$ cat src/rtl/mp2d_pkg.sv
package mp2d_pkg;

  // fixed sizes of the block
  localparam int MAX_WIDTH  = 256;
  localparam int MAX_KERNEL = 8;
  localparam int VALUE_BITS = 16;
  localparam int MAX_PLANE  = 1024;

  localparam int COL_W   = $clog2(MAX_WIDTH);
  localparam int WID_W   = COL_W + 1;
  localparam int ROW_W   = $clog2(MAX_PLANE);
  localparam int PLANE_W = ROW_W + 1;
  localparam int K_W     = $clog2(MAX_KERNEL) + 1;
  localparam int CFG_W   = PLANE_W;
  localparam int CFG_IDX_W = 2;

  // reciprocal scaling for divide by kernel: q = (x * recip) >> RECIP_SH
  localparam int RECIP_SH = 16;
  localparam int RECIP_W  = RECIP_SH + 1;

  typedef logic signed [VALUE_BITS-1:0] val_t;
  localparam val_t VAL_MIN = {1'b1, {(VALUE_BITS-1){1'b0}}};

  typedef enum logic [CFG_IDX_W-1:0] {
    CFG_KERNEL   = 2'd0,
    CFG_CHANNELS = 2'd1,
    CFG_HEIGHT   = 2'd2,
    CFG_WIDTH    = 2'd3
  } cfg_idx_t;

  // configuration after clamping, plus values derived from it
  typedef struct packed {
    logic [K_W-1:0]     k;
    logic [K_W-1:0]     km1;
    logic [RECIP_W-1:0] recip;
    logic               k_ok;
    logic [WID_W-1:0]   w;
    logic [PLANE_W-1:0] h;
    logic [PLANE_W-1:0] c;
    logic [WID_W-1:0]   nwx;
    logic [PLANE_W-1:0] nwy;
  } dcfg_t;

  // one word at the read-modify-write stage
  typedef struct packed {
    logic             valid;
    val_t             v;
    logic [COL_W-1:0] col;
    logic [ROW_W-1:0] ch;
    logic [ROW_W-1:0] qrow;
    logic [COL_W-1:0] qcol;
    logic             inwin;
    logic             mz;
    logic             fold;
    logic             emit;
    logic             last;
  } item_t;

  // one result word
  typedef struct packed {
    val_t             pooled;
    logic [ROW_W-1:0] ch;
    logic [ROW_W-1:0] orow;
    logic [COL_W-1:0] ocol;
    logic             last;
  } res_t;

  // ceil(2^RECIP_SH / k), zero for an unusable kernel
  function automatic logic [RECIP_W-1:0] recip_of(input logic [K_W-1:0] k);
    logic [RECIP_W-1:0] r;
    unique case (k)
      4'd1:    r = 17'd65536;
      4'd2:    r = 17'd32768;
      4'd3:    r = 17'd21846;
      4'd4:    r = 17'd16384;
      4'd5:    r = 17'd13108;
      4'd6:    r = 17'd10923;
      4'd7:    r = 17'd9363;
      4'd8:    r = 17'd8192;
      default: r = '0;
    endcase
    return r;
  endfunction

endpackage

$ cat src/rtl/mp2d_skid.sv
module mp2d_skid (
  input  logic           clk,
  input  logic           rst_n,
  input  logic           push_valid,
  input  mp2d_pkg::res_t push_data,
  output logic           adv,
  output logic           out_valid,
  input  logic           out_stall,
  output mp2d_pkg::res_t out_data
);
  import mp2d_pkg::*;

  logic out_valid_r, skid_valid_r;
  res_t out_data_r, skid_data_r;
  logic out_free;
  logic push_ok;

  assign out_free = !out_valid_r || !out_stall;
  assign push_ok  = push_valid && !skid_valid_r;

  // output word and one spare word
  always_ff @(posedge clk) begin
    if (!rst_n) begin
      out_valid_r  <= 1'b0;
      skid_valid_r <= 1'b0;
    end else if (out_free) begin
      out_valid_r  <= skid_valid_r || push_ok;
      skid_valid_r <= 1'b0;
    end else if (push_ok) begin
      skid_valid_r <= 1'b1;
    end
  end

  always_ff @(posedge clk) begin
    if (out_free) begin
      out_data_r <= skid_valid_r ? skid_data_r : push_data;
    end else if (push_ok) begin
      skid_data_r <= push_data;
    end
  end

  assign adv       = !skid_valid_r;
  assign out_valid = out_valid_r;
  assign out_data  = out_data_r;

endmodule

$ cat config.mk
export PLATFORM = sky130hd
export DESIGN_NAME = mp2d_skid
export DESIGN_NICKNAME = d
export VERILOG_FILES = /design/src/rtl/mp2d_pkg.sv /design/src/rtl/mp2d_skid.sv
export SDC_FILE = /design/constraint.sdc
export NUM_CORES = 1
export LEC_CHECK = 0
export ABC_CLOCK_PERIOD_IN_PS = 5700
export BUFFER_PORTS_ARGS = -buffer_cell sky130_fd_sc_hd__clkbuf_2
export CELL_PAD_IN_SITES_DETAIL_PLACEMENT = 2
export CELL_PAD_IN_SITES_GLOBAL_PLACEMENT = 2
export CORE_AREA = 2 2 74 147
export DETAILED_ROUTE_END_ITERATION = 6
export DIE_AREA = 0 0 76 149
export PLACE_DENSITY = 0.7
export SYNTH_ARGS = -nofsm -noshare
export SYNTH_HDL_FRONTEND = slang
export SYNTH_SLANG_ARGS = --single-unit
$ cat constraint.sdc
create_clock -name clk -period 5.7 [get_ports clk]
set_input_delay 0.57 -clock clk [delete_from_list [all_inputs] [get_ports clk]]
set_output_delay 0.57 -clock clk [all_outputs]
set_load 0.005 [all_outputs]
* After elaboration in Yosys (flattened, before gate mapping)
Cells that the tools add are included.
Widths: inputs -> output; s select.
** Operators by class
- Reduce and logical (&&, ||, !) cells :: 8
- Bitwise logic cells :: 2
- Mux-type cells :: 1
** Operator list (number)
- $mux 45 :: 1
- $logic_not 1->1 :: 3
- $logic_or 1x1->1 :: 2
- $not 1->1 :: 2
- $reduce_and 2->1 :: 1
- $reduce_or 2->1 :: 1
- $logic_and 1x1->1 :: 1
** Word-level totals
- Register bits :: 92
- Output and inout bits :: 47
- Bits of input ports :: 49
- Logic and storage cells :: 23

* Depth between registers and ports, before layout
- Depth in word-level cells :: 4
- Depth in mapped cells :: 4
- Gate-level depth less buffers :: 2

* Least setup slack after synthesis
No wires, ideal clock.
- Kind :: input port to flip-flop
- Start point :: input port out_stall
- End point :: register skid_data_r[0] (netlist bit), enable pin
- Arrival time :: 5.024 ns
- Required time :: 5.188 ns
- Buffers on the path :: 0
- Slack :: 0.164 ns
- Cell stages on the path :: 2
- Library setup time :: 0.512 ns
- Cells stage by stage :: nand2_1 nor3b_1
** On the way
- Longest elaborated chain between the ends :: 4
** Ends and longest elaborated chain
- start, declared :: line mp2d_skid.sv:8 : input logic out_stall,
- $logic_not 1->1 :: line mp2d_skid.sv:18 : assign out_free = !out_valid_r || !out_stall;
- $logic_or 1x1->1 :: line mp2d_skid.sv:18
- $not 1->1 (no source line)
- $reduce_and 2->1 (no source line)
- end signal, assigned :: line mp2d_skid.sv:38 : skid_data_r <= push_data;
- end, declared :: line mp2d_skid.sv:14 : res_t out_data_r, skid_data_r;
No other way between the ends.
A chain may end at the register's enable or synchronous reset.

* Final worst setup path
- Start point :: register skid_valid_r
- End point :: register out_data_r, in the netlist out_data[12], data pin
** On the way
- Longest elaborated chain between the ends :: 1
** Ends and longest elaborated chain
- start, declared :: line mp2d_skid.sv:13 : logic out_valid_r, skid_valid_r;
- start signal, assigned :: line mp2d_skid.sv:25 : skid_valid_r <= 1'b0;
- start signal, assigned :: line mp2d_skid.sv:28 : skid_valid_r <= 1'b0;
- start signal, assigned :: line mp2d_skid.sv:30 : skid_valid_r <= 1'b1;
- $mux 45 :: line mp2d_skid.sv:36 : out_data_r <= skid_valid_r ? skid_data_r : push_data;
- end signal, assigned :: line mp2d_skid.sv:36
- end, declared :: line mp2d_skid.sv:14
No other way between the ends.

==> impl_metrics.ini <==
[detailed_routing]
route.met3.wl_um = 533
dr.first_iter.drc_count = 85
postRouteAntennaNets = 0
drc_errors = 0
route.met2.wl_mm = 3.46
route.top_layer_used = met4
wire_per_inst_um = 17.8
wl_met1_mm = 2.92
drt_first_pass_iters = 4
postRouteWirelength_mm = 7.04
via_per_inst = 4.45
vias = 1756

[layout]
area_delta_synth_final_pct = 27.5
finish.instance_area_um2 = 4330
layout_common_cells = sky130_fd_sc_hd__clkbuf_2 (95), sky130_fd_sc_hd__edfxtp_1 (90), sky130_fd_sc_hd__mux2_2 (28)
num_antenna_cells = 0
mostFrequentLayoutCell = sky130_fd_sc_hd__clkbuf_2
nets = 302
multiInputGateArea_um2 = 613
non_filler_instances = 395
register_area_um2 = 2740
post_route_cells_drive_above_1_share = 0.628
filler_cell_count = 1004

[logic_synthesis]
post_synth_inst_count = 148
synthesis.nets = 197
synth_top_cell_area_share = 0.796
yosys-top-cells-area = sky130_fd_sc_hd__edfxtp_1 (80%), sky130_fd_sc_hd__mux2_2 (9.3%), sky130_fd_sc_hd__mux2_4 (7.5%)
ys_ff_latch = 92
synth_largest_area_cell = sky130_fd_sc_hd__edfxtp_1
yosysWarningCount = 0
yosysSeqAreaShare = 0.808
synthDistinctLibCells = 12
mapped_area_um2 = 3400
post_synth.cell_area_avg_um2 = 22.9

[setup_path]
r2r-end = out_data[12]
worstPathRequired_ns = 5.78
crit_path_max_fanout = 25
setup.worst_path.class = reg2reg
critical_path.max_stage_delay_ns = 0.75
path_buf_inv = 1
r2r-start = skid_valid_r
timing.critical_path.slowest_stage_cell = sky130_fd_sc_hd__dfxtp_2
cp_cell_sequence = buf_4, mux2_2
regToRegSetupSlack_ns = 3.82
cp-start-kind = flip-flop
r2r.worst_path.cells = 2
setup.worst_path.end_class = flip-flop
cp.arrival_ns = 1.96
timing.critical_path.max_delay_family = flip-flops

[sta]
tightest_slew_ns = 0.654
slew_headroom = 0.564
fin_skew_ns = 0.00719
fin_worst_hold_slack_ns = 0.427
grt_setup_unrepaired = false
fin_setup_tns_ns = 0
final_min_period_over_clock_period = 0.330
slew_violations = 0
hold_viol_final = 0
fmax_ghz = 0.531
final-setup-viol-count = 0
final.min_clock_period_ns = 1.88
worst_slack_setup_final_ns = 3.82

[die]
core_area_um2 = 10300
fp_rows = 53
fp.dieArea_um2 = 11300
initial_core_util = 0.330
io_pins = 96
die_width_um = 76
dieHeight_um = 149

[clock_network]
clk-insertion-delay-late_ns = 0.33
postCtsHoldBufs = 0
cts_tree = built
cts_root_buf = sky130_fd_sc_hd__clkbuf_16
htree_levels = 3
tritoncts_num_sinks = 92
cts_inserted_buffers = 9
clk_pin_slew_worst_paths_ns = 0.07
cts_resized = 0
postCtsSetupBuffers = 0
clock_tree.buffer_depth = 2

[power_and_ir_drop]
leakage_uw = 0.00168
power.density_cell_area_nw_per_um2 = 339
ir_drop_mv = 0.210

[hold_path]
hold_path_depth = 1
hold_path_end = skid_data_r[20]
hp-start = push_data[20]
timing.hold.worst.class = in2reg

[grt]
first_global_vias = 2053
grt-ovfl-total = 0
first_pass_grt_wire_length_mm = 11.5
grt_max_degree = 48
groute.usage.overall = 0.134
number_of_antenna_violations_at_the_first_check_in_global_routing = 0

[run_status]
run_status = finished, final reports clean

[place]
detailedPlacementHpwl_mm = 4.91
placed_cells_incl_taps = 379
placement.io_buffers = 95
gpl.final_weighted_congestion = 0.646
pre_cts_ws_ns = 3.77
placed_area_um2 = 4040

[job]
max_cap_viol_count = 0
how the worst max path moves through the flow:
| stage | startpoint | endpoint | slack (ns) | cells after the start |
|---|---|---|---|---|
| 4_1_cts | skid_valid_r | out_data[12] | 3.76 | 2 |
| 3_3_place_gp | skid_valid_r | out_data[12] | 3.85 | 2 |
| 6_report | skid_valid_r | out_data[12] | 3.82 | 2 |
| 5_1_grt | skid_valid_r | out_data[12] | 3.70 | 2 |
| 3_5_place_dp | skid_valid_r | out_data[12] | 3.77 | 2 |
| 2_1_floorplan | out_stall | skid_data_r[0] | 0.16 | 2 |
worst reg2reg max path, cell delays in order, from the launching register on:
cell	delay [ns]
sky130_fd_sc_hd__dfxtp_2	0.75
sky130_fd_sc_hd__buf_4	0.49
sky130_fd_sc_hd__mux2_2	0.39
report_power, final:
part | switching (uW) | total [uW] | internal, uW
Clock | 246 | 584 | 338
Combinational | 41.1 | 90.2 | 49.1
Sequential | 12.3 | 793 | 781
through the flow:
step | total power [uW] | util
2_1_floorplan | 842 | -
3_3_place_gp | 896 | 0.393
3_5_place_dp | 901 | 0.393
4_1_cts | 1490 | 0.421
5_1_grt | 1520 | 0.421
6_report | 1470 | 0.421
layout make-up:
cell class / count / area share
flip-flops and latches: 92 / 0.634
multi-input cells: 50 / 0.142
repair buffers: 99 / 0.117
clock buffers: 9 / 0.0520
well taps: 137 / 0.0396
clock inverters: 7 / 0.0156
inverters: 1 / 0.000867
metal layers:
layer | track usage | up-vias
li1 | - | 796
met1 | 0.163 | 869
met2 | 0.216 | 84
met3 | 0.0472 | 7
met4 | 0.0573 | 0
met5 | 0 | -
state kept, by name, indices dropped and copies added, names as in the netlist:
signal	cells
skid_valid_r	1
skid_data_r	45
out_data	45
out_valid	1
cells by family (layout without fill, tap and decap cells):
logic type | count (synthesis) | in the layout | share of synthesized area
muxes | 45 | 45 | 0.168
DFF | 92 | 92 | 0.808
buffers and inverters | 6 | 116 | 0.0140
and+or+nand+nor | 4 | 4 | 0.00810
AOI/OAI and AO/OA | 1 | 1 | 0.00221
cells in the mapped netlist:
master	count
sky130_fd_sc_hd__mux2_2	28
sky130_fd_sc_hd__a21boi_1	1
sky130_fd_sc_hd__nor3b_2	1
sky130_fd_sc_hd__nor2_1	1
sky130_fd_sc_hd__buf_6	3
sky130_fd_sc_hd__nor3b_1	1
sky130_fd_sc_hd__buf_2	2
sky130_fd_sc_hd__mux2_4	17
sky130_fd_sc_hd__inv_1	1
sky130_fd_sc_hd__edfxtp_1	90
sky130_fd_sc_hd__dfxtp_1	2
sky130_fd_sc_hd__nand2_1	1
Power figures use the tool's default switching activity.
