**src/rtl/mp2d_pkg.sv**
```systemverilog
package mp2d_pkg;

  // fixed sizes of the block
  localparam int MAX_WIDTH  = 256;
  localparam int MAX_KERNEL = 8;
  localparam int VALUE_BITS = 16;
  localparam int MAX_PLANE  = 1024;

  localparam int COL_W   = $clog2(MAX_WIDTH);
  localparam int WID_W   = COL_W + 1;
  localparam int ROW_W   = $clog2(MAX_PLANE);
  localparam int PLANE_W = ROW_W + 1;
  localparam int K_W     = $clog2(MAX_KERNEL) + 1;
  localparam int CFG_W   = PLANE_W;
  localparam int CFG_IDX_W = 2;

  // reciprocal scaling for divide by kernel: q = (x * recip) >> RECIP_SH
  localparam int RECIP_SH = 16;
  localparam int RECIP_W  = RECIP_SH + 1;

  typedef logic signed [VALUE_BITS-1:0] val_t;
  localparam val_t VAL_MIN = {1'b1, {(VALUE_BITS-1){1'b0}}};

  typedef enum logic [CFG_IDX_W-1:0] {
    CFG_KERNEL   = 2'd0,
    CFG_CHANNELS = 2'd1,
    CFG_HEIGHT   = 2'd2,
    CFG_WIDTH    = 2'd3
  } cfg_idx_t;

  // configuration after clamping, plus values derived from it
  typedef struct packed {
    logic [K_W-1:0]     k;
    logic [K_W-1:0]     km1;
    logic [RECIP_W-1:0] recip;
    logic               k_ok;
    logic [WID_W-1:0]   w;
    logic [PLANE_W-1:0] h;
    logic [PLANE_W-1:0] c;
    logic [WID_W-1:0]   nwx;
    logic [PLANE_W-1:0] nwy;
  } dcfg_t;

  // one word at the read-modify-write stage
  typedef struct packed {
    logic             valid;
    val_t             v;
    logic [COL_W-1:0] col;
    logic [ROW_W-1:0] ch;
    logic [ROW_W-1:0] qrow;
    logic [COL_W-1:0] qcol;
    logic             inwin;
    logic             mz;
    logic             fold;
    logic             emit;
    logic             last;
  } item_t;

  // one result word
  typedef struct packed {
    val_t             pooled;
    logic [ROW_W-1:0] ch;
    logic [ROW_W-1:0] orow;
    logic [COL_W-1:0] ocol;
    logic             last;
  } res_t;

  // ceil(2^RECIP_SH / k), zero for an unusable kernel
  function automatic logic [RECIP_W-1:0] recip_of(input logic [K_W-1:0] k);
    logic [RECIP_W-1:0] r;
    unique case (k)
      4'd1:    r = 17'd65536;
      4'd2:    r = 17'd32768;
      4'd3:    r = 17'd21846;
      4'd4:    r = 17'd16384;
      4'd5:    r = 17'd13108;
      4'd6:    r = 17'd10923;
      4'd7:    r = 17'd9363;
      4'd8:    r = 17'd8192;
      default: r = '0;
    endcase
    return r;
  endfunction

endpackage

```
**src/rtl/mp2d_ram.sv**
```systemverilog
module mp2d_ram #(
  parameter int WIDTH = 16,
  parameter int DEPTH = 256
) (
  input  logic                     clk,
  input  logic                     we,
  input  logic [$clog2(DEPTH)-1:0] waddr,
  input  logic [WIDTH-1:0]         wdata,
  input  logic                     re,
  input  logic [$clog2(DEPTH)-1:0] raddr,
  output logic [WIDTH-1:0]         rdata
);

  logic [WIDTH-1:0] mem [DEPTH];

  // write port
  always_ff @(posedge clk) begin
    if (we) begin
      mem[waddr] <= wdata;
    end
  end

  // registered read, old data on a same-address write
  always_ff @(posedge clk) begin
    if (re) begin
      rdata <= mem[raddr];
    end
  end

endmodule

```
**src/rtl/mp2d_pool.sv**
```systemverilog
module mp2d_pool (
  input  logic                       clk,
  input  logic                       rst_n,
  input  logic                       adv,
  input  logic [mp2d_pkg::COL_W-1:0] rd_addr,
  input  mp2d_pkg::item_t            item,
  output logic                       res_valid,
  output mp2d_pkg::res_t             res
);
  import mp2d_pkg::*;

  logic [VALUE_BITS-1:0] rd_data;
  logic                  we;
  logic                  fwd_hit_r;
  val_t                  fwd_data_r;
  val_t                  prev;
  val_t                  colmax;
  val_t                  wnew;
  val_t                  wmax_r, wmax_nxt;

  // line store of partial column maxima
  mp2d_ram #(
    .WIDTH (VALUE_BITS),
    .DEPTH (MAX_WIDTH)
  ) u_line (
    .clk   (clk),
    .we    (we),
    .waddr (item.col),
    .wdata (colmax),
    .re    (adv),
    .raddr (rd_addr),
    .rdata (rd_data)
  );

  // column max, window fold
  always_comb begin
    prev     = fwd_hit_r ? fwd_data_r : val_t'(rd_data);
    colmax   = (!item.mz && (prev > item.v)) ? prev : item.v;
    wnew     = (colmax > wmax_r) ? colmax : wmax_r;
    we       = item.valid && item.inwin && adv;
    wmax_nxt = wmax_r;
    if (item.valid && item.fold) begin
      wmax_nxt = item.emit ? VAL_MIN : wnew;
    end
  end

  always_ff @(posedge clk) begin
    if (!rst_n) begin
      wmax_r <= VAL_MIN;
    end else if (adv) begin
      wmax_r <= wmax_nxt;
    end
  end

  // bypass for a write to the entry being read in the same cycle
  always_ff @(posedge clk) begin
    if (!rst_n) begin
      fwd_hit_r <= 1'b0;
    end else if (adv) begin
      fwd_hit_r <= we && (item.col == rd_addr);
    end
  end

  always_ff @(posedge clk) begin
    if (adv) begin
      fwd_data_r <= colmax;
    end
  end

  assign res_valid   = item.valid && item.emit;
  assign res.pooled  = wnew;
  assign res.ch      = item.ch;
  assign res.orow    = item.qrow;
  assign res.ocol    = item.qcol;
  assign res.last    = item.last;

endmodule

```
**config.mk**
```make
export PLATFORM = sky130hd
export DESIGN_NAME = mp2d_pool
export DESIGN_NICKNAME = d
export VERILOG_FILES = /design/src/rtl/mp2d_pkg.sv /design/src/rtl/mp2d_ram.sv /design/src/rtl/mp2d_pool.sv
export SDC_FILE = /design/constraint.sdc
export NUM_CORES = 2
export LEC_CHECK = 0
export BUFFER_PORTS_ARGS = -buffer_cell sky130_fd_sc_hd__buf_4
export CAP_MARGIN = 20
export CORE_MARGIN = 1.5
export CORE_UTILIZATION = 60
export CTS_BUF_LIST = sky130_fd_sc_hd__clkbuf_8
export CTS_CLUSTER_DIAMETER = 40
export CTS_CLUSTER_SIZE = 40
export DETAILED_ROUTE_END_ITERATION = 6
export PLACE_DENSITY = 0.84
export SYNTH_ARGS = -nofsm -noshare
export SYNTH_HDL_FRONTEND = slang
export SYNTH_SLANG_ARGS = --single-unit
```
**constraint.sdc**
```tcl
create_clock -name clk -period 14 [get_ports clk]
set_input_delay 0.7 -clock clk [delete_from_list [all_inputs] [get_ports clk]]
set_output_delay 0.7 -clock clk [all_outputs]
set_load 0.01 [all_outputs]
```
Word-level counts from Yosys, hierarchy flattened
Memory sizes are Yosys's and may differ from the RTL's. A register that Yosys moved wholly into a read port is not among the register bits.
Cells that the tools add are included.
{"block": "totals", "ff_bits": 33, "ram_bits": 4096, "input_bits": 69, "out_inout_bits": 46, "elab_cells": 21, "mem_count": 1}
{"name": "u_line.mem", "words": 256, "word_bits": 16, "rd": 1, "rd_ports_with_merged_regs": 1, "write_ports": 1, "line": "mp2d_ram.sv:14", "text": "logic [WIDTH-1:0] mem [DEPTH];"}
{"block": "op_classes", "order_cmp": 2, "eq_ne": 1, "muxes": 6, "reduce_logical": 8}
{"operator": "$mux 16", "count": 4}
{"operator": "$gt 16x16->1", "count": 2}
{"operator": "$eq 8x8->1", "count": 1}
{"operator": "$logic_and 1x1->1", "count": 6}
{"operator": "$mux 1", "count": 2}
{"operator": "$reduce_and 2->1", "count": 1}
{"operator": "$logic_not 1->1", "count": 1}

Logic depth before layout (Yosys ltp)
{"block": "depth", "word_depth": 7, "depth_mapped": 22, "ltp_nobuf": 16}

By module
A second synthesis with hierarchy kept.
{"block": "hier_totals", "cells_unflattened": 7646, "area_unflattened_um2": 161788.9}
{"mod": "mp2d_ram", "instances": 1, "cells_each": 7360, "area_per_inst_um2": 158874.9, "seq_area_each_um2": 123478.4}
{"mod": "mp2d_pool", "instances": 1, "cells_each": 286, "area_per_inst_um2": 2914.0, "seq_area_each_um2": 820.8}

Worst setup path after synthesis
No wires, ideal clock.
{"block": "synth_timing", "path_type": "reg-to-output", "start": "register fwd_hit_r", "end": "output port res[33] (netlist name)", "arrival_time_ns": 11.702, "required_ns": 13.300, "setup_slack_ns": 1.598, "stages_incl_launch_ff": 22, "path_buffers": 6, "path_cell_list": "dfxtp_1 clkbuf_1 clkbuf_1 mux2_2 ha_1 a21oi_1 o21ai_0 a21o_1 nor4_2 clkbuf_1 nor3_1 nor2_1 ha_1 a211o_1 o211ai_1 a31oi_1 a211o_1 buf_2 and2_1 clkbuf_1 buf_2 o31ai_1"}
{"element": "start, declared", "line": "mp2d_pool.sv:14", "text": "logic fwd_hit_r;"}
{"element": "start signal, assigned", "line": "mp2d_pool.sv:60", "text": "fwd_hit_r <= we && (item.col == rd_addr);"}
{"element": "end, declared", "line": "mp2d_pool.sv:8", "text": "output mp2d_pkg::res_t res"}

==> impl_metrics.json <==
{
  "fin_area_um2": 175500,
  "die_w_um": 519.5,
  "synthDominantCellAreaShare": 0.7744,
  "synth_edf_count": 4128,
  "synth_seq_area_share": 0.7765,
  "drt_wl_total_um": 403700,
  "io_buffer_count": 56,
  "netlist_area_um2": 160100,
  "final_util": 0.6613,
  "antenna_left": 0,
  "ios": 115,
  "timing.setup.tns_ns": 0,
  "switching_share": 0.2473,
  "post_cts_resized": 0,
  "die_y_um": 519.5,
  "dpl-instance-area_um2": 165200,
  "num_rows": 189,
  "comb_power_share": 0.072,
  "synth.distinct_cells": 65,
  "synthesis.nets": 7561,
  "path_class": "reg -> out",
  "numCtsBuffers": 434,
  "p_int_mw": 18.55,
  "dp_hpwl_um": 226000,
  "dieArea_um2": 269900,
  "drv_cap": 0,
  "vias_per_cell": 7.032,
  "cp_top_family": "simple AND/OR/NAND/NOR gates",
  "startpoint_type": "register",
  "path_cells": "mux2_2 > ha_1 > nand4_1 > nor4_1 > a21boi_2 > o211a_1 > nor3_1 > nor2_4 > buf_4 > ha_1 > nand4_1 > nor2_1 > and3_1 > nand4b_1 > and2_1 > o31ai_1 > buf_4",
  "whs_ns": 0.1566,
  "wl_per_cell_um": 34.28,
  "vias": 82800,
  "finalPower_mw": 24.64,
  "fmax_ghz": 0.1107,
  "hold_violations": 0,
  "antenna_found_initial": 24,
  "drt_iter0_markers": 13130,
  "grt_pass1_vias": 81220,
  "post-route-period-util": 0.6451,
  "seq_power_share": 0.574,
  "cpMaxStageDelayCell": "dfxtp_1",
  "clock_path_buffers": 4,
  "cts_root_buf": "clkbuf_8",
  "clock-skew-final_ns": 0.08195,
  "place_congestion": 0.8768,
  "crit_fanout": 84,
  "required_ns": 13.30,
  "grt_pass1_wl_um": 573100,
  "drive_above_1_share": 0.2571,
  "status": "finished, violations left",
  "final_cell_mix": "edfxtp_1, mux4_2, mux2i_1",
  "violations": "DRC",
  "area_growth_pct": 9.612,
  "final_critical_path_setup_slack_ns": 4.969,
  "clkTransAtPathRegs_ns": 0.08,
  "avgSynthCellArea_um2": 21.46,
  "worst-path-buf-inv": 2,
  "floorplan.initialDensity": 0.6033,
  "nets": 7955,
  "mostFrequentLayoutCell": "edfxtp_1",
  "tightest_slew_ns": 1.379,
  "fin_cells": 11780,
  "clock_power_share": 0.354,
  "async_flop_share": 0,
  "synth_seq_cells": 4145,
  "dpl_worst_slack_ns": 5.956,
  "rsz0062_at_grt": "no",
  "critPathMaxStageDelay_ns": 0.83,
  "ys_warn_count": 0,
  "crit_path_end_kind": "output port",
  "clock_latency_ns": 1.10,
  "core-area_um2": 265300,
  "setup_violations": 0,
  "power_density_nw_per_um2": 140.4,
  "power.switching_mw": 6.093,
  "grt_usage": 0.2956,
  "cts_tree": "built",
  "synthFlopType": "edfxtp_1",
  "critical_path_arrival_ns": 8.33,
  "cts_htree_levels": 5,
  "peakVddDrop_mv": 0.1199,
  "leakage_nw": 55.36,
  "grt-ovfl-total": 0,
  "fin_crit_ns": 9.031,
  "hold_path.class": "in -> reg",
  "clock_sinks": 4145,
  "syn_inst": 7460,
  "drc": 20,
  "grt_max_degree": 257,
  "yosysTopAreaCell": "edfxtp_1",
  "drv_slew": 0,
  "synth_area_leaders": "edfxtp_1, mux4_2, mux2i_1",
  "maxSlewHeadroom": 0.08078,
  "rrSetupSlack_ns": 6.46,
  "place_inst": 10940,
  "first_pass_iters": 7
}
-- repair_timing --
item	4_1_cts	5_1_grt
hold buffers	1	0
buffers inserted	0	0
endpoints found under the hold margin	1	0
-- cells by family (layout without fill, tap and decap cells) --
kind of cell	count (synthesis)	count (layout)	synth area share
flops	4145	4145	0.7765
mux	1304	1304	0.1429
compound gates	818	818	0.03821
simple gates	641	641	0.01948
buf+inv	512	1279	0.01995
fa+ha+maj	32	32	0.002501
xor+xnor	8	8	0.0004377
other cells	0	15	0
-- power groups by stage --
| stage | clock [mW] | sequential (mW) | combinational [mW] |
|---|---|---|---|
| after global routing | 9.21 | 14.2 | 1.84 |
| after global placement | 0 | 14.4 | 1.64 |
| final | 8.72 | 14.2 | 1.78 |
| after CTS | 8.76 | 14.2 | 1.73 |
| after detailed placement | 0 | 14.4 | 1.72 |
| after floorplan | 0 | 14.6 | 1.01 |
-- worst min-delay path, cell delays in order --
cell and delay [ns]:
buf_4 0.09, nor3_1 0.09, o32ai_1 0.26
-- state kept, by name, indices dropped and copies added, names as in the netlist --
signal        flops
u_line.mem     4096
fwd_data_r       16
u_line.rdata     16
wmax_r           16
fwd_hit_r         1
-- path summary, 6_finish.rpt --
check                                from        end  depth (start not counted)
worst max-delay path            fwd_hit_r    res[29]                         17
worst min-delay path             item[50]  wmax_r[9]                          3
worst max register to register  fwd_hit_r  wmax_r[8]                         16
worst min register to register  wmax_r[0]  wmax_r[0]                          2
-- metal layers --
metal / vias to the layer above / GRT usage / wire, µm
met3: 1094 / 0.06726 / 51790
met1: 42250 / 0.3904 / 133600
met5: - / 0 / 32
met4: 4 / 0.1542 / 22890
met2: 7128 / 0.4665 / 195400
li1: 32320 / - / -
-- synth_stat cells, types with 21 or more instances --
master / number
nor4_1: 75
buf_4: 86
buf_6: 58
nand3_1: 43
a21oi_1: 91
inv_1: 33
mux2i_1: 500
a221oi_1: 72
edfxtp_1: 4128
ha_1: 32
nor2_1: 287
o211ai_1: 21
o22ai_1: 295
buf_2: 113
mux2_2: 21
nand2_1: 51
nor3_1: 101
mux4_2: 783
a22oi_1: 84
a22o_1: 164
clkbuf_1: 180
-- final cells by class --
cell class / instances / area (µm²)
Fill cell: 15440 / 89870
Tap cell: 3533 / 4420
Inverter: 33 / 123.9
Multi-Input combinational cell: 2803 / 32870
Clock buffer: 443 / 6097
Clock inverter: 366 / 3911
Timing Repair Buffer: 437 / 3701
Sequential cell: 4145 / 124300
Antenna cell: 15 / 37.54
(Power assumes the default switching activity.)
