[config.mk]
export PLATFORM = sky130hd
export DESIGN_NAME = mp2d_index
export DESIGN_NICKNAME = d
export VERILOG_FILES = /design/src/rtl/mp2d_pkg.sv /design/src/rtl/mp2d_index.sv
export SDC_FILE = /design/constraint.sdc
export NUM_CORES = 1
export LEC_CHECK = 0
export BUFFER_PORTS_ARGS = -buffer_cell sky130_fd_sc_hd__buf_4
export CAP_MARGIN = 30
export CORE_MARGIN = 5
export CORE_UTILIZATION = 25
export DETAILED_ROUTE_END_ITERATION = 6
export SLEW_MARGIN = 20
export SYNTH_ARGS = -nofsm -noshare
export SYNTH_HDL_FRONTEND = slang
export SYNTH_SLANG_ARGS = --single-unit
[constraint.sdc]
create_clock -name clk -period 7.19 [get_ports clk]
set_input_delay 1.0785 -clock clk [delete_from_list [all_inputs] [get_ports clk]]
set_output_delay 1.0785 -clock clk [all_outputs]
set_load 0.05 [all_outputs]
[src/rtl/mp2d_pkg.sv]
package mp2d_pkg;

  // fixed sizes of the block
  localparam int MAX_WIDTH  = 256;
  localparam int MAX_KERNEL = 8;
  localparam int VALUE_BITS = 16;
  localparam int MAX_PLANE  = 1024;

  localparam int COL_W   = $clog2(MAX_WIDTH);
  localparam int WID_W   = COL_W + 1;
  localparam int ROW_W   = $clog2(MAX_PLANE);
  localparam int PLANE_W = ROW_W + 1;
  localparam int K_W     = $clog2(MAX_KERNEL) + 1;
  localparam int CFG_W   = PLANE_W;
  localparam int CFG_IDX_W = 2;

  // reciprocal scaling for divide by kernel: q = (x * recip) >> RECIP_SH
  localparam int RECIP_SH = 16;
  localparam int RECIP_W  = RECIP_SH + 1;

  typedef logic signed [VALUE_BITS-1:0] val_t;
  localparam val_t VAL_MIN = {1'b1, {(VALUE_BITS-1){1'b0}}};

  typedef enum logic [CFG_IDX_W-1:0] {
    CFG_KERNEL   = 2'd0,
    CFG_CHANNELS = 2'd1,
    CFG_HEIGHT   = 2'd2,
    CFG_WIDTH    = 2'd3
  } cfg_idx_t;

  // configuration after clamping, plus values derived from it
  typedef struct packed {
    logic [K_W-1:0]     k;
    logic [K_W-1:0]     km1;
    logic [RECIP_W-1:0] recip;
    logic               k_ok;
    logic [WID_W-1:0]   w;
    logic [PLANE_W-1:0] h;
    logic [PLANE_W-1:0] c;
    logic [WID_W-1:0]   nwx;
    logic [PLANE_W-1:0] nwy;
  } dcfg_t;

  // one word at the read-modify-write stage
  typedef struct packed {
    logic             valid;
    val_t             v;
    logic [COL_W-1:0] col;
    logic [ROW_W-1:0] ch;
    logic [ROW_W-1:0] qrow;
    logic [COL_W-1:0] qcol;
    logic             inwin;
    logic             mz;
    logic             fold;
    logic             emit;
    logic             last;
  } item_t;

  // one result word
  typedef struct packed {
    val_t             pooled;
    logic [ROW_W-1:0] ch;
    logic [ROW_W-1:0] orow;
    logic [COL_W-1:0] ocol;
    logic             last;
  } res_t;

  // ceil(2^RECIP_SH / k), zero for an unusable kernel
  function automatic logic [RECIP_W-1:0] recip_of(input logic [K_W-1:0] k);
    logic [RECIP_W-1:0] r;
    unique case (k)
      4'd1:    r = 17'd65536;
      4'd2:    r = 17'd32768;
      4'd3:    r = 17'd21846;
      4'd4:    r = 17'd16384;
      4'd5:    r = 17'd13108;
      4'd6:    r = 17'd10923;
      4'd7:    r = 17'd9363;
      4'd8:    r = 17'd8192;
      default: r = '0;
    endcase
    return r;
  endfunction

endpackage

[src/rtl/mp2d_index.sv]
module mp2d_index (
  input  logic                                clk,
  input  logic                                rst_n,
  input  mp2d_pkg::dcfg_t                     dcfg,
  input  logic                                adv,
  input  logic                                accept,
  input  logic signed [mp2d_pkg::VALUE_BITS-1:0] sample,
  output logic [mp2d_pkg::COL_W-1:0]          rd_addr,
  output mp2d_pkg::item_t                     item
);
  import mp2d_pkg::*;

  localparam int PCOL_W = COL_W + RECIP_W;
  localparam int PROW_W = ROW_W + RECIP_W;

  logic [COL_W-1:0] col_r, col_nxt;
  logic [ROW_W-1:0] row_r, row_nxt;
  logic [ROW_W-1:0] ch_r, ch_nxt;

  logic              a_valid_r;
  val_t              a_v_r;
  logic [COL_W-1:0]  a_col_r;
  logic [ROW_W-1:0]  a_row_r;
  logic [ROW_W-1:0]  a_ch_r;
  logic [PCOL_W-1:0] a_pcol_r;
  logic [PROW_W-1:0] a_prow_r;

  item_t b_r, b_nxt;

  logic [COL_W-1:0]     qcol;
  logic [ROW_W-1:0]     qrow;
  logic [COL_W+K_W-1:0] qcol_k;
  logic [ROW_W+K_W-1:0] qrow_k;
  logic [COL_W-1:0]     ncol;
  logic [ROW_W-1:0]     mrow;
  logic [K_W-1:0]       m;
  logic [K_W-1:0]       n;
  logic                 inwin;

  // raster position advance
  always_comb begin
    col_nxt = col_r;
    row_nxt = row_r;
    ch_nxt  = ch_r;
    if (({1'b0, col_r} + WID_W'(1)) >= dcfg.w) begin
      col_nxt = '0;
      if (({1'b0, row_r} + PLANE_W'(1)) >= dcfg.h) begin
        row_nxt = '0;
        if (({1'b0, ch_r} + PLANE_W'(1)) >= dcfg.c) begin
          ch_nxt = '0;
        end else begin
          ch_nxt = ch_r + ROW_W'(1);
        end
      end else begin
        row_nxt = row_r + ROW_W'(1);
      end
    end else begin
      col_nxt = col_r + COL_W'(1);
    end
  end

  always_ff @(posedge clk) begin
    if (!rst_n) begin
      col_r <= '0;
      row_r <= '0;
      ch_r  <= '0;
    end else if (accept) begin
      col_r <= col_nxt;
      row_r <= row_nxt;
      ch_r  <= ch_nxt;
    end
  end

  // first stage: scaled products for divide by kernel
  always_ff @(posedge clk) begin
    if (!rst_n) begin
      a_valid_r <= 1'b0;
    end else if (adv) begin
      a_valid_r <= accept;
    end
  end

  always_ff @(posedge clk) begin
    if (adv) begin
      a_v_r    <= sample;
      a_col_r  <= col_r;
      a_row_r  <= row_r;
      a_ch_r   <= ch_r;
      a_pcol_r <= PCOL_W'(col_r) * PCOL_W'(dcfg.recip);
      a_prow_r <= PROW_W'(row_r) * PROW_W'(dcfg.recip);
    end
  end

  // second stage: quotients, remainders and window flags
  always_comb begin
    qcol   = a_pcol_r[RECIP_SH +: COL_W];
    qrow   = a_prow_r[RECIP_SH +: ROW_W];
    qcol_k = (COL_W+K_W)'(qcol) * (COL_W+K_W)'(dcfg.k);
    qrow_k = (ROW_W+K_W)'(qrow) * (ROW_W+K_W)'(dcfg.k);
    ncol   = a_col_r - qcol_k[COL_W-1:0];
    mrow   = a_row_r - qrow_k[ROW_W-1:0];
    n      = ncol[K_W-1:0];
    m      = mrow[K_W-1:0];
    inwin  = dcfg.k_ok && ({1'b0, qcol} < dcfg.nwx) && ({1'b0, qrow} < dcfg.nwy);

    b_nxt.valid = a_valid_r;
    b_nxt.v     = a_v_r;
    b_nxt.col   = a_col_r;
    b_nxt.ch    = a_ch_r;
    b_nxt.qrow  = qrow;
    b_nxt.qcol  = qcol;
    b_nxt.inwin = inwin;
    b_nxt.mz    = (m == '0);
    b_nxt.fold  = inwin && (m == dcfg.km1);
    b_nxt.emit  = inwin && (m == dcfg.km1) && (n == dcfg.km1);
    b_nxt.last  = (({1'b0, a_ch_r} + PLANE_W'(1)) >= dcfg.c)
                  && (({1'b0, qrow} + PLANE_W'(1)) == dcfg.nwy)
                  && (({1'b0, qcol} + WID_W'(1)) == dcfg.nwx);
  end

  always_ff @(posedge clk) begin
    if (!rst_n) begin
      b_r.valid <= 1'b0;
    end else if (adv) begin
      b_r.valid <= b_nxt.valid;
    end
    if (adv) begin
      b_r.v     <= b_nxt.v;
      b_r.col   <= b_nxt.col;
      b_r.ch    <= b_nxt.ch;
      b_r.qrow  <= b_nxt.qrow;
      b_r.qcol  <= b_nxt.qcol;
      b_r.inwin <= b_nxt.inwin;
      b_r.mz    <= b_nxt.mz;
      b_r.fold  <= b_nxt.fold;
      b_r.emit  <= b_nxt.emit;
      b_r.last  <= b_nxt.last;
    end
  end

  assign rd_addr = a_col_r;
  assign item    = b_r;

endmodule

; ---- Word level (Yosys, flattened, before mapping)
; Cells that the tools add are included.
[classes]
add_sub_neg = 11
n_mul = 4
n_lt_le_gt_ge = 6
n_eq_ne = 4
mux = 3
reduce_logical = 9
[ops]
columns = cell, count
row1 = "10-bit by 1-bit adder with 11-bit output, second input constant", 4
row2 = 11-bit greater-or-equal comparator, 3
row3 = 10-bit by 17-bit multiplier with 26-bit output, 1
row4 = 8-bit by 17-bit multiplier with 24-bit output, 1
row5 = "10-bit by 1-bit adder with 10-bit output, second input constant", 2
row6 = 10-bit two-way mux, 2
row7 = "8-bit by 1-bit adder with 9-bit output, second input constant", 2
row8 = 11-bit == test, 1
row9 = 10-bit by 11-bit < comparator with 1-bit output, 1
row10 = 10-bit by 4-bit multiplier with 4-bit output, 1
row11 = 9-bit == test, 1
row12 = 9-bit greater-or-equal comparator, 1
row13 = 8-bit by 9-bit < comparator with 1-bit output, 1
row14 = "8-bit by 1-bit adder with 8-bit output, second input constant", 1
row15 = 4-bit == test, 2
row16 = 8-bit by 4-bit multiplier with 4-bit output, 1
row17 = 8-bit two-way mux, 1
row18 = 4-bit subtractor, 2
row19 = 1-bit logical AND, 6
row20 = 4-bit logical NOT, 1
row21 = 3-bit AND reduction, 1
row22 = 2-bit AND reduction, 1
[word_totals]
register_bits = 175
input_bits = 97
out_inout_bits = 66
wordCells = 58

; ---- Logic depth before layout (Yosys ltp)
; Gate-level depths: netlist of run 1.
[logic_depth]
word_depth = 5
depth_mapped = 22
ltp_nobuf = 20

; ---- Worst setup path after synthesis of run 1
; No wires, ideal clock.
[synth_timing]
path_kind = input-to-reg
from = input dcfg[65] (netlist name)
to = register a_prow_r[18] (data pin)
setup_ns = 0.259
arrival_ns = 5.793
required_ns = 6.931
path_slack_ns = 1.138
cell_stages = 20
n_path_buf = 2
cell_sequence = clkbuf_1 > clkbuf_1 > nand2_1 > fa_1 > inv_1 > fa_1 > fa_1 > fa_1 > inv_1 > fa_1 > inv_1 > ha_1 > and3_1 > a221o_1 > nand2_1 > o211ai_1 > a21oi_1 > inv_1 > a21oi_1 > xnor2_1
[synth_via]
elab_chain_len = 1
[synth_rtl]
columns = element, line
row1 = from (decl), mp2d_index.sv:4  ; input mp2d_pkg::dcfg_t dcfg,
row2 = 10-bit by 17-bit multiplier with 26-bit output, mp2d_index.sv:90  ; a_prow_r <= PROW_W'(row_r) * PROW_W'(dcfg.recip);
row3 = to (signal assigned), mp2d_index.sv:90
row4 = to (decl), mp2d_index.sv:26  ; logic [PROW_W-1:0] a_prow_r;
; Every way passes these cells.
; A chain may end at the register's enable or synchronous reset.

; ---- Worst setup path after layout of run 1
[layout_timing]
from = register row_r[8]
to = register a_prow_r[25] (data pin)
[layout_via]
elab_chain_len = 1
[layout_rtl]
columns = element, line
row1 = from (decl), mp2d_index.sv:17  ; logic [ROW_W-1:0] row_r, row_nxt;
row2 = from (signal assigned), mp2d_index.sv:69  ; row_r <= row_nxt;
row3 = 10-bit by 17-bit multiplier with 26-bit output, mp2d_index.sv:90
; Every way passes these cells.

==> flow_metrics.env, run 1 <==
export IMPL_antenna_found_initial=1
export IMPL_clock_fmax_ghz=0.169
export IMPL_yosys_most_used_dff="edfxtp_1"
export IMPL_cts_tree="yes"
export IMPL_core_rowCount=94
export IMPL_combined_buffer_and_inverter_count_along_the_critical_path=2
export IMPL_fin_setup_tns_ps=0
export IMPL_endpoint_kind="flip-flop"
export IMPL_critical_path_top_delay_family="adder cells"
export IMPL_clkTransAtPathRegs_ps=80
export IMPL_postSynthAreaPerCell_um2=9.86
export IMPL_dp_hpwl_um=35100
export IMPL_layout_commonest_cell="inv_1"
export IMPL_grtUsageTotal_pct=12.5
export IMPL_final_layout_size_suffix_gt1_share_pct=12.8
export IMPL_layout_common_cells="inv_1 (285), fa_1 (210), nand2_1 (184), buf_4 (184), ha_1 (177)"
export IMPL_dieWidth_um=267
export IMPL_timing_final_crit_share_pct=82.2
export IMPL_ctsLongestPathBuffers=2
export IMPL_port_buffers=162
export IMPL_die_height_um=267
export IMPL_tightest_slew_ps=1030
export IMPL_first_pass_iters=4
export IMPL_synthTopCellsByArea="fa_1 (25%), edfxtp_1 (20%), ha_1 (13%), and2_1 (6.6%), inv_1 (6.5%)"
export IMPL_worst_hold_path_type="reg -> reg"
export IMPL_synth_enable_flop_cells=113
export IMPL_grt_start_max_net_pins=68
export IMPL_worst_ep_required_time_ps=7390
export IMPL_drtAntennaViolNets=0
export IMPL_grt_pass1_wl_um=70500
export IMPL_areaGrowthSynthToFinish_pct=16.9
export IMPL_fill_cells=6792
export IMPL_run_status="complete, no violations"
export IMPL_postSynth_asyncResetShare_pct=0
export IMPL_cts_hold_buffers=0
export IMPL_drt_iter0_drc=623
export IMPL_netlist_area_leader_share_pct=25.4
export IMPL_timing_final_setup_violations=0
export IMPL_criticalPathCategory="reg -> reg"
export IMPL_cts_resized_gates=0
export IMPL_timing_max_slew_rel_slack_pct=31.0
export IMPL_core_util_final_pct=29.5
export IMPL_cts_repair_timing_setup_buffer_count=0
export IMPL_leakage_power_nw=9.32
export IMPL_wl_per_cell_um=16.5
export IMPL_yosysSeqAreaShare_pct=24.1
export IMPL_cts_inserted_buffers=17
export IMPL_io_pins=163
export IMPL_layout_nets=2298
export IMPL_rsz0062_at_grt="no"
export IMPL_yosysUniqueCellTypes=64
export IMPL_stdcell_count=2691
export IMPL_overflow=0
export IMPL_source_to_sink_clock_delay_at_the_later_pin_of_the_worst_skew_pair_ps=450
export IMPL_p_per_area_nw_per_um2=124
export IMPL_synthesis_area_um2=16600
export IMPL_routed_via_count=12000
export IMPL_period_needed_ps=5910
export IMPL_path_cells="and2_1 -> fa_1 -> fa_1 -> fa_1 -> fa_1 -> inv_1 -> fa_1 -> inv_1 -> ha_1 -> and3_1 -> nand3_1 -> or2_0 -> o22a_1 -> a31oi_1 -> nand2_1 -> a21oi_1 -> xnor2_1"
export IMPL_remaining_drc_errors=0
export IMPL_floorplan_initialDensity_pct=25.2
export IMPL_finalClockSkew_ps=16.9
export IMPL_routabilityCongestion=0.834
export IMPL_cpMostUsedCell="fa_1"
export IMPL_timing_critical_path_fanout_max=20
export IMPL_ir_worst_vdd_mv=0.140
export IMPL_report_power_total_mw=2.41
export IMPL_routed_wirelength_um=44300
export IMPL_n_antenna_cell=0
export IMPL_ys_ff_latch=143
export IMPL_cpPeakStageDelay_ps=930
export IMPL_drv_max_cap_violation_count=0
export IMPL_floorplan_core_area_um2=65700
export IMPL_synth_warning_count=0
export IMPL_finalHoldViolations=0
export IMPL_grt_pass1_vias=12800
export IMPL_root_buf_cell="clkbuf_16"
export IMPL_slowest_cell_on_the_critical_path="dfxtp_1"
export IMPL_h_tree_depth=4
export IMPL_avgViaCountPerCell=4.47
export IMPL_count_of_placed_standard_cells_including_taps=2657
export IMPL_dieArea_um2=71500
export IMPL_syn_num_nets=2164
export IMPL_finalMaxSlewViolations=0
export IMPL_worstPathArrival_ps=6120
export IMPL_yosysTopAreaCell="fa_1"
export IMPL_post_synth_inst_count=1680
export IMPL_worst_setup_path_start_kind="flip-flop"
export IMPL_clock_sinks=143
[synthesized netlist by cell type (10+ instances only)]
cell,count
buf_4,10
ha_1,177
and3_1,22
a21oi_1,37
nor2_1,31
o21a_1,10
a21o_1,24
inv_1,285
nand2_1,184
dfxtp_1,30
nand3_1,30
xor2_1,29
nor4_1,11
nand2b_1,13
nand4_1,12
nor3_1,13
clkbuf_1,56
edfxtp_1,113
o21ai_0,23
and2_1,176
fa_1,210
xnor2_1,80
[where the power goes]
part	internal [mW]	switching (mW)	total (mW)
sequential	0.942	0.0427	0.985
clock	0.559	0.394	0.952
combinational	0.188	0.287	0.475
[worst paths after layout]
| path | start | to | slack [ps] | cells after the start |
|---|---|---|---|---|
| setup / recovery | row_r[8] | a_prow_r[25] | 1280 | 17 |
| hold / removal | a_v_r[2] | item[43] | 420 | 0 |
| setup reg to reg | row_r[8] | a_prow_r[25] | 1280 | 17 |
| hold reg to reg | a_v_r[2] | item[43] | 420 | 0 |
[layout make-up]
class	count	area, µm²	share of cell area, %
tap	864	1080	5.58
clock buffer	17	425	2.20
inverter	286	1070	5.54
multi-input combinational	1180	11200	57.8
clock inverter	15	195	1.01
timing repair buffer	186	1410	7.27
sequential	143	3990	20.6
[per-layer routing]
layer / wire, µm / global-route usage (%)
met5: 0 / 0
met4: 777 / 3.35
met3: 2310 / 1.57
met2: 20800 / 20.5
met1: 20400 / 17.5
[through the flow]
stage | hold WS, ps | worst slack (ps) | cell area (µm²)
6_report | 421 | 1280 | 19400
3_3_place_gp | 401 | 966 | 18700
3_5_place_dp | 405 | 928 | 18700
2_1_floorplan | 400 | 1140 | 16600
4_1_cts | 422 | 1210 | 19400
5_1_grt | 425 | 970 | 19400
[kinds of logic (layout without fill, tap and decap cells)]
group / after synthesis / in the layout / share of synthesized area [%]
buf+inv: 357 / 504 / 8.34
simple gates: 528 / 528 / 16.7
flops: 143 / 143 / 24.1
fa+ha+maj: 387 / 387 / 38.7
compound gates: 153 / 153 / 6.22
xor+xnor: 109 / 109 / 5.76
mux: 3 / 3 / 0.189
[sequential cells by signal (all words and copies together), names as in the netlist]
signal     flops
a_v_r         16
item          58
rd_addr        8
a_pcol_r       8
row_r         10
a_ch_r        10
a_prow_r      10
ch_r          10
a_valid_r      1
col_r          8
a_row_r        4
No activity file was read; power rests on OpenSTA's default activity.
==> run 2: changes to the inputs <==
==> constraint.sdc (replaced) <==
create_clock -name clk -period 6 [get_ports clk]
set_input_delay 0.9 -clock clk [delete_from_list [all_inputs] [get_ports clk]]
set_output_delay 0.9 -clock clk [all_outputs]
set_load 0.05 [all_outputs]
==> run 2 against run 1 <==
  * Flip-flop and latch count stayed put
  * Sequential power is 20% higher
  * Final area is 0.98% higher
  * Sequential share of layout area is 0.20 points lower
  * Die area stayed put
  * Largest power group unchanged
  * Global-route usage is 0.34 points lower
==> flow_metrics.env, run 2 (same netlist as run 1, synthesis figures left out) <==
export IMPL_pre_cts_slack_ps=4.31
export IMPL_p_per_area_nw_per_um2=145
export IMPL_finalHoldViolations=0
export IMPL_fin_hold_ws_ps=419
export IMPL_power_switching_share_pct=31.1
export IMPL_source_to_sink_clock_delay_at_the_later_pin_of_the_worst_skew_pair_ps=430
export IMPL_criticalPathCategory="reg -> reg"
export IMPL_finalMaxSlewViolations=0
export IMPL_dieWidth_um=267
export IMPL_cts_hold_buffers=0
export IMPL_cpMostUsedCell="fa_1"
export IMPL_drtAntennaViolNets=0
export IMPL_grtUsageTotal_pct=12.2
export IMPL_ctsLongestPathBuffers=2
export IMPL_timing_critical_path_fanout_max=11
export IMPL_routabilityCongestion=0.837
export IMPL_power_clock_fraction_pct=37.9
export IMPL_combPwrFrac_pct=20.6
export IMPL_grt_pass1_vias=12800
export IMPL_port_buffers=162
export IMPL_timing_final_setup_violations=0
export IMPL_ir_worst_vdd_mv=0.190
export IMPL_grt_pass1_wl_um=69100
export IMPL_dieArea_um2=71500
export IMPL_clkTransAtPathRegs_ps=70
export IMPL_run_status="complete, no violations"
export IMPL_fin_setup_tns_ps=0
export IMPL_rsz0062_at_grt="no"
export IMPL_leakage_power_nw=9.44
export IMPL_setup_slack_ps=343
export IMPL_drv_max_cap_violation_count=0
export IMPL_worstPathArrival_ps=5840
export IMPL_cts_resized_gates=0
export IMPL_cts_tree="yes"
export IMPL_grt_start_max_net_pins=83
export IMPL_antenna_found_initial=1
export IMPL_cpPeakStageDelay_ps=740
export IMPL_root_buf_cell="clkbuf_16"
export IMPL_wl_per_cell_um=16.0
export IMPL_worst_setup_path_start_kind="flip-flop"
export IMPL_avgViaCountPerCell=4.40
export IMPL_timing_final_crit_share_pct=94.3
export IMPL_timing_max_slew_rel_slack_pct=36.9
export IMPL_cts_inserted_buffers=17
export IMPL_clock_sinks=143
export IMPL_n_antenna_cell=0
export IMPL_tightest_slew_ps=947
export IMPL_period_needed_ps=5660
export IMPL_layout_common_cells="inv_1 (285), fa_1 (210), buf_4 (208), nand2_1 (184), ha_1 (177)"
export IMPL_p_switching_mw=0.880
export IMPL_p_int_mw=1.95
export IMPL_final_layout_size_suffix_gt1_share_pct=13.9
export IMPL_h_tree_depth=4
export IMPL_drt_iter0_drc=502
export IMPL_largest_register_ff_count=58
export IMPL_path_cells="nand2_1 -> fa_1 -> inv_1 -> fa_1 -> fa_1 -> fa_1 -> inv_1 -> fa_1 -> inv_1 -> ha_1 -> and3_1 -> nand3_1 -> or2_0 -> o22a_1 -> a31oi_1 -> nand2_1 -> a21oi_1 -> xnor2_1"
export IMPL_core_rowCount=94
export IMPL_power_sequential_fraction_pct=41.5
export IMPL_clock_fmax_ghz=0.177
export IMPL_routed_wirelength_um=43400
export IMPL_areaGrowthSynthToFinish_pct=18.0
export IMPL_floorplan_initialDensity_pct=25.2
export IMPL_worst_hold_path_num_cells=0
export IMPL_worst_hold_path_type="reg -> reg"
export IMPL_overflow=0
export IMPL_final_cell_area_um2=19600
export IMPL_cts_repair_timing_setup_buffer_count=0
export IMPL_routed_via_count=12000
export IMPL_worstRegToRegCells=18
export IMPL_layout_commonest_cell="inv_1"
export IMPL_dp_hpwl_um=35500
export IMPL_worst_ep_required_time_ps=6180
export IMPL_fill_cells=6778
export IMPL_first_pass_iters=5
export IMPL_endpoint_kind="flip-flop"
export IMPL_placement_cell_area_um2=18900
export IMPL_floorplan_core_area_um2=65700
export IMPL_layout_nets=2322
export IMPL_finalClockSkew_ps=12.2
export IMPL_io_pins=163
export IMPL_die_height_um=267
export IMPL_remaining_drc_errors=0
export IMPL_slowest_cell_on_the_critical_path="dfxtp_1"
[run 2: cell types whose count changed in the layout (fill, tap and decap cells not counted), moves of 3 or more]
cell and delta:
clkinv_8 +3, buf_4 +24, inv_8 +3, inv_6 -3, bufinv_16 -3
[run 2: layer usage]
layer / global-route usage (%) / share of wire [%]
met2: 21.5 / 49
met5: 0 / 0.025
met1: 15.7 / 44
met3: 1.99 / 5.3
met4: 2.63 / 1.3
[run 2: area by class of cell]
type / instances / area, µm² / share of cell area (%)
inverters: 286 / 1070 / 5.49
repair buffers: 210 / 1610 / 8.23
flip-flops and latches: 143 / 3990 / 20.4
clock buffers: 18 / 450 / 2.30
well taps: 864 / 1080 / 5.53
multi-input cells: 1180 / 11200 / 57.2
clock inverters: 14 / 158 / 0.806
[run 2: power by group through the flow]
stage	clock, mW	sequential, mW	combinational, mW
after CTS	1.11	1.18	0.587
final	1.07	1.18	0.582
after floorplan	0	1.26	0.292
after global placement	0	1.20	0.570
after global routing	1.14	1.18	0.645
after detailed placement	0	1.20	0.584
[run 2: final timing paths]
check	from	slack, ps	endpoint
worst max register to register	row_r[3]	340	a_prow_r[25]
worst min-delay path	a_v_r[11]	420	item[52]
worst min register to register	a_v_r[11]	420	item[52]
worst max-delay path	row_r[3]	340	a_prow_r[25]
[run 2: critical path, delay by kind of cell (launching register included)]
family | cells | cell delay (ps)
AOI/OAI and AO/OA | 3 | 720
and+or+nand+nor | 5 | 790
DFF | 1 | 740
adders and majority gates | 6 | 2920
xor gates and xnor gates | 1 | 80
buffers and inverters | 3 | 170
[run 2: stage by stage]
stage | cells | total power [mW] | utilization (%)
after floorplan | 1680 | 1.55 | -
after global placement | 2681 | 1.77 | 28.8
after detailed placement | 2681 | 1.78 | 28.8
after CTS | 2713 | 2.87 | 29.7
after global routing | 2715 | 2.97 | 29.8
final | 2715 | 2.83 | 29.8
==> run 3: changes to the inputs <==
--- a/config.mk
+++ b/config.mk
@@ -9,6 +9,7 @@
 export CAP_MARGIN = 30
 export CORE_MARGIN = 5
 export CORE_UTILIZATION = 25
+export CTS_BUF_LIST = sky130_fd_sc_hd__clkbuf_4 sky130_fd_sc_hd__clkbuf_8
 export DETAILED_ROUTE_END_ITERATION = 6
 export SLEW_MARGIN = 20
 export SYNTH_ARGS = -nofsm -noshare
==> run 3 against run 2 <==
  * Via count rose by 0.12%
  * Maximum frequency barely moved
  * Largest cell class unchanged
  * Count of clock-buffer cells in the layout fell by 1
  * Combinational power barely moved
  * Clock power fell by 24%
  * Largest power group unchanged
  * Non-clock buffer count did not move
  * Cell count did not move
==> flow_metrics.env, run 3 (same netlist as run 1, synthesis figures left out) <==
export IMPL_run_status="complete, no violations"
export IMPL_placement_cell_area_um2=18900
export IMPL_critical_path_top_delay_family="adder cells"
export IMPL_p_per_area_nw_per_um2=133
export IMPL_floorplan_core_area_um2=65700
export IMPL_timing_critical_path_fanout_max=11
export IMPL_routabilityCongestion=0.837
export IMPL_timing_max_slew_rel_slack_pct=37.0
export IMPL_ir_worst_vdd_mv=0.126
export IMPL_dieWidth_um=267
export IMPL_final_layout_size_suffix_gt1_share_pct=14.0
export IMPL_fin_setup_tns_ps=0
export IMPL_sequential_cell_area_um2=4000
export IMPL_layout_commonest_cell="inv_1"
export IMPL_antenna_found_initial=1
export IMPL_dieArea_um2=71500
export IMPL_slowest_cell_on_the_critical_path="dfxtp_1"
export IMPL_fill_cells=6805
export IMPL_globalRouteMet1Util_pct=15.7
export IMPL_endpoint_kind="flip-flop"
export IMPL_period_needed_ps=5660
export IMPL_layout_common_cells="inv_1 (285), fa_1 (210), buf_4 (208), nand2_1 (184), ha_1 (177)"
export IMPL_routed_wirelength_um=43400
export IMPL_finalHoldViolations=0
export IMPL_core_util_final_pct=29.5
export IMPL_clock_fmax_ghz=0.177
export IMPL_worst_hold_path_type="reg -> reg"
export IMPL_cts_tree="yes"
export IMPL_source_to_sink_clock_delay_at_the_later_pin_of_the_worst_skew_pair_ps=480
export IMPL_timing_final_crit_share_pct=94.3
export IMPL_floorplan_initialDensity_pct=25.2
export IMPL_io_pins=163
export IMPL_die_height_um=267
export IMPL_total_area_of_multi_input_combinational_cells_um2=11200
export IMPL_grtUsageTotal_pct=12.2
export IMPL_timing_final_setup_violations=0
export IMPL_leakage_power_nw=9.36
export IMPL_core_rowCount=94
export IMPL_dp_hpwl_um=35500
export IMPL_cpPeakStageDelay_ps=750
export IMPL_finalClockSkew_ps=19.0
export IMPL_cts_hold_buffers=0
export IMPL_remaining_drc_errors=0
export IMPL_cts_repair_timing_setup_buffer_count=0
export IMPL_clkTransAtPathRegs_ps=100
export IMPL_overflow=0
export IMPL_first_pass_iters=5
export IMPL_drt_iter0_drc=539
export IMPL_cts_resized_gates=0
export IMPL_n_antenna_cell=0
export IMPL_rsz0062_at_grt="no"
export IMPL_drv_max_cap_violation_count=0
export IMPL_cts_inserted_buffers=17
export IMPL_grt_pass1_wl_um=69100
export IMPL_areaGrowthSynthToFinish_pct=16.9
export IMPL_worstPathArrival_ps=5900
export IMPL_layout_nets=2322
export IMPL_worst_setup_path_start_kind="flip-flop"
export IMPL_port_buffers=162
export IMPL_routed_via_count=12000
export IMPL_report_power_total_mw=2.57
export IMPL_path_cells="nand2_1 -> fa_1 -> inv_1 -> fa_1 -> fa_1 -> fa_1 -> inv_1 -> fa_1 -> inv_1 -> ha_1 -> and3_1 -> nand3_1 -> or2_0 -> o22a_1 -> a31oi_1 -> nand2_1 -> a21oi_1 -> xnor2_1"
export IMPL_grt_pass1_vias=12900
export IMPL_h_tree_depth=4
export IMPL_clock_sinks=143
export IMPL_avgViaCountPerCell=4.41
export IMPL_worst_ep_required_time_ps=6240
export IMPL_final_cell_area_um2=19400
export IMPL_largest_register_ff_count=58
export IMPL_ctsLongestPathBuffers=2
export IMPL_root_buf_cell="clkbuf_8"
export IMPL_criticalPathCategory="reg -> reg"
export IMPL_combined_buffer_and_inverter_count_along_the_critical_path=3
export IMPL_finalMaxSlewViolations=0
export IMPL_drtAntennaViolNets=0
export IMPL_wl_per_cell_um=16.0
export IMPL_cpMostUsedCell="fa_1"
export IMPL_grt_busiest_layer="met2"
export IMPL_grt_start_max_net_pins=83
export IMPL_grt_met2_usage_pct=21.5
export IMPL_tightest_slew_ps=945
export IMPL_grtUsageMet3_pct=2.13
[run 3: report_power, final]
group          leakage [nW]  switching, mW  internal, mW
sequential             1.38         0.0473          1.13
clock                 0.214          0.455         0.358
combinational          7.76          0.347         0.236
[run 3: worst paths after layout]
| kind | startpoint | end | slack (ps) | cells after the start |
|---|---|---|---|---|
| setup reg to reg | row_r[3] | a_prow_r[25] | 340 | 18 |
| hold / removal | a_v_r[11] | item[52] | 420 | 0 |
| hold reg to reg | a_v_r[11] | item[52] | 420 | 0 |
| setup / recovery | row_r[3] | a_prow_r[25] | 340 | 18 |
[run 3: routing by layer]
metal  up-vias  routed length [µm]  share of wire, %
met4         2                 489               1.1
li1       5691                   -                 -
met2       260               21500                49
met1      5986               19400                45
met5         -                  12             0.028
met3        32                2100               4.8
[run 3: cell type report]
| cell class | instances | area share, % |
|---|---|---|
| inverter | 286 | 5.54 |
| timing repair buffer | 210 | 8.30 |
| multi-input combinational | 1180 | 57.8 |
| tap | 864 | 5.58 |
| sequential | 143 | 20.6 |
| clock inverter | 15 | 0.969 |
| clock buffer | 17 | 1.21 |
[run 3: stage by stage]
step / setup slack (ps) / hold slack [ps] / instances
2_1_floorplan: 127 / 400 / 1680
3_3_place_gp: 88.6 / 401 / 2681
3_5_place_dp: 4.31 / 405 / 2681
4_1_cts: 314 / 427 / 2713
5_1_grt: 0.265 / 434 / 2715
6_report: 340 / 424 / 2715
[run 3: worst reg2reg max path: cells and delay by family (launching register included)]
| family | cells | cell delay (ps) |
|---|---|---|
| compound gates | 3 | 720 |
| xor+xnor | 1 | 80 |
| fa+ha+maj | 6 | 2920 |
| buf+inv | 3 | 170 |
| flops | 1 | 750 |
| simple gates | 5 | 800 |
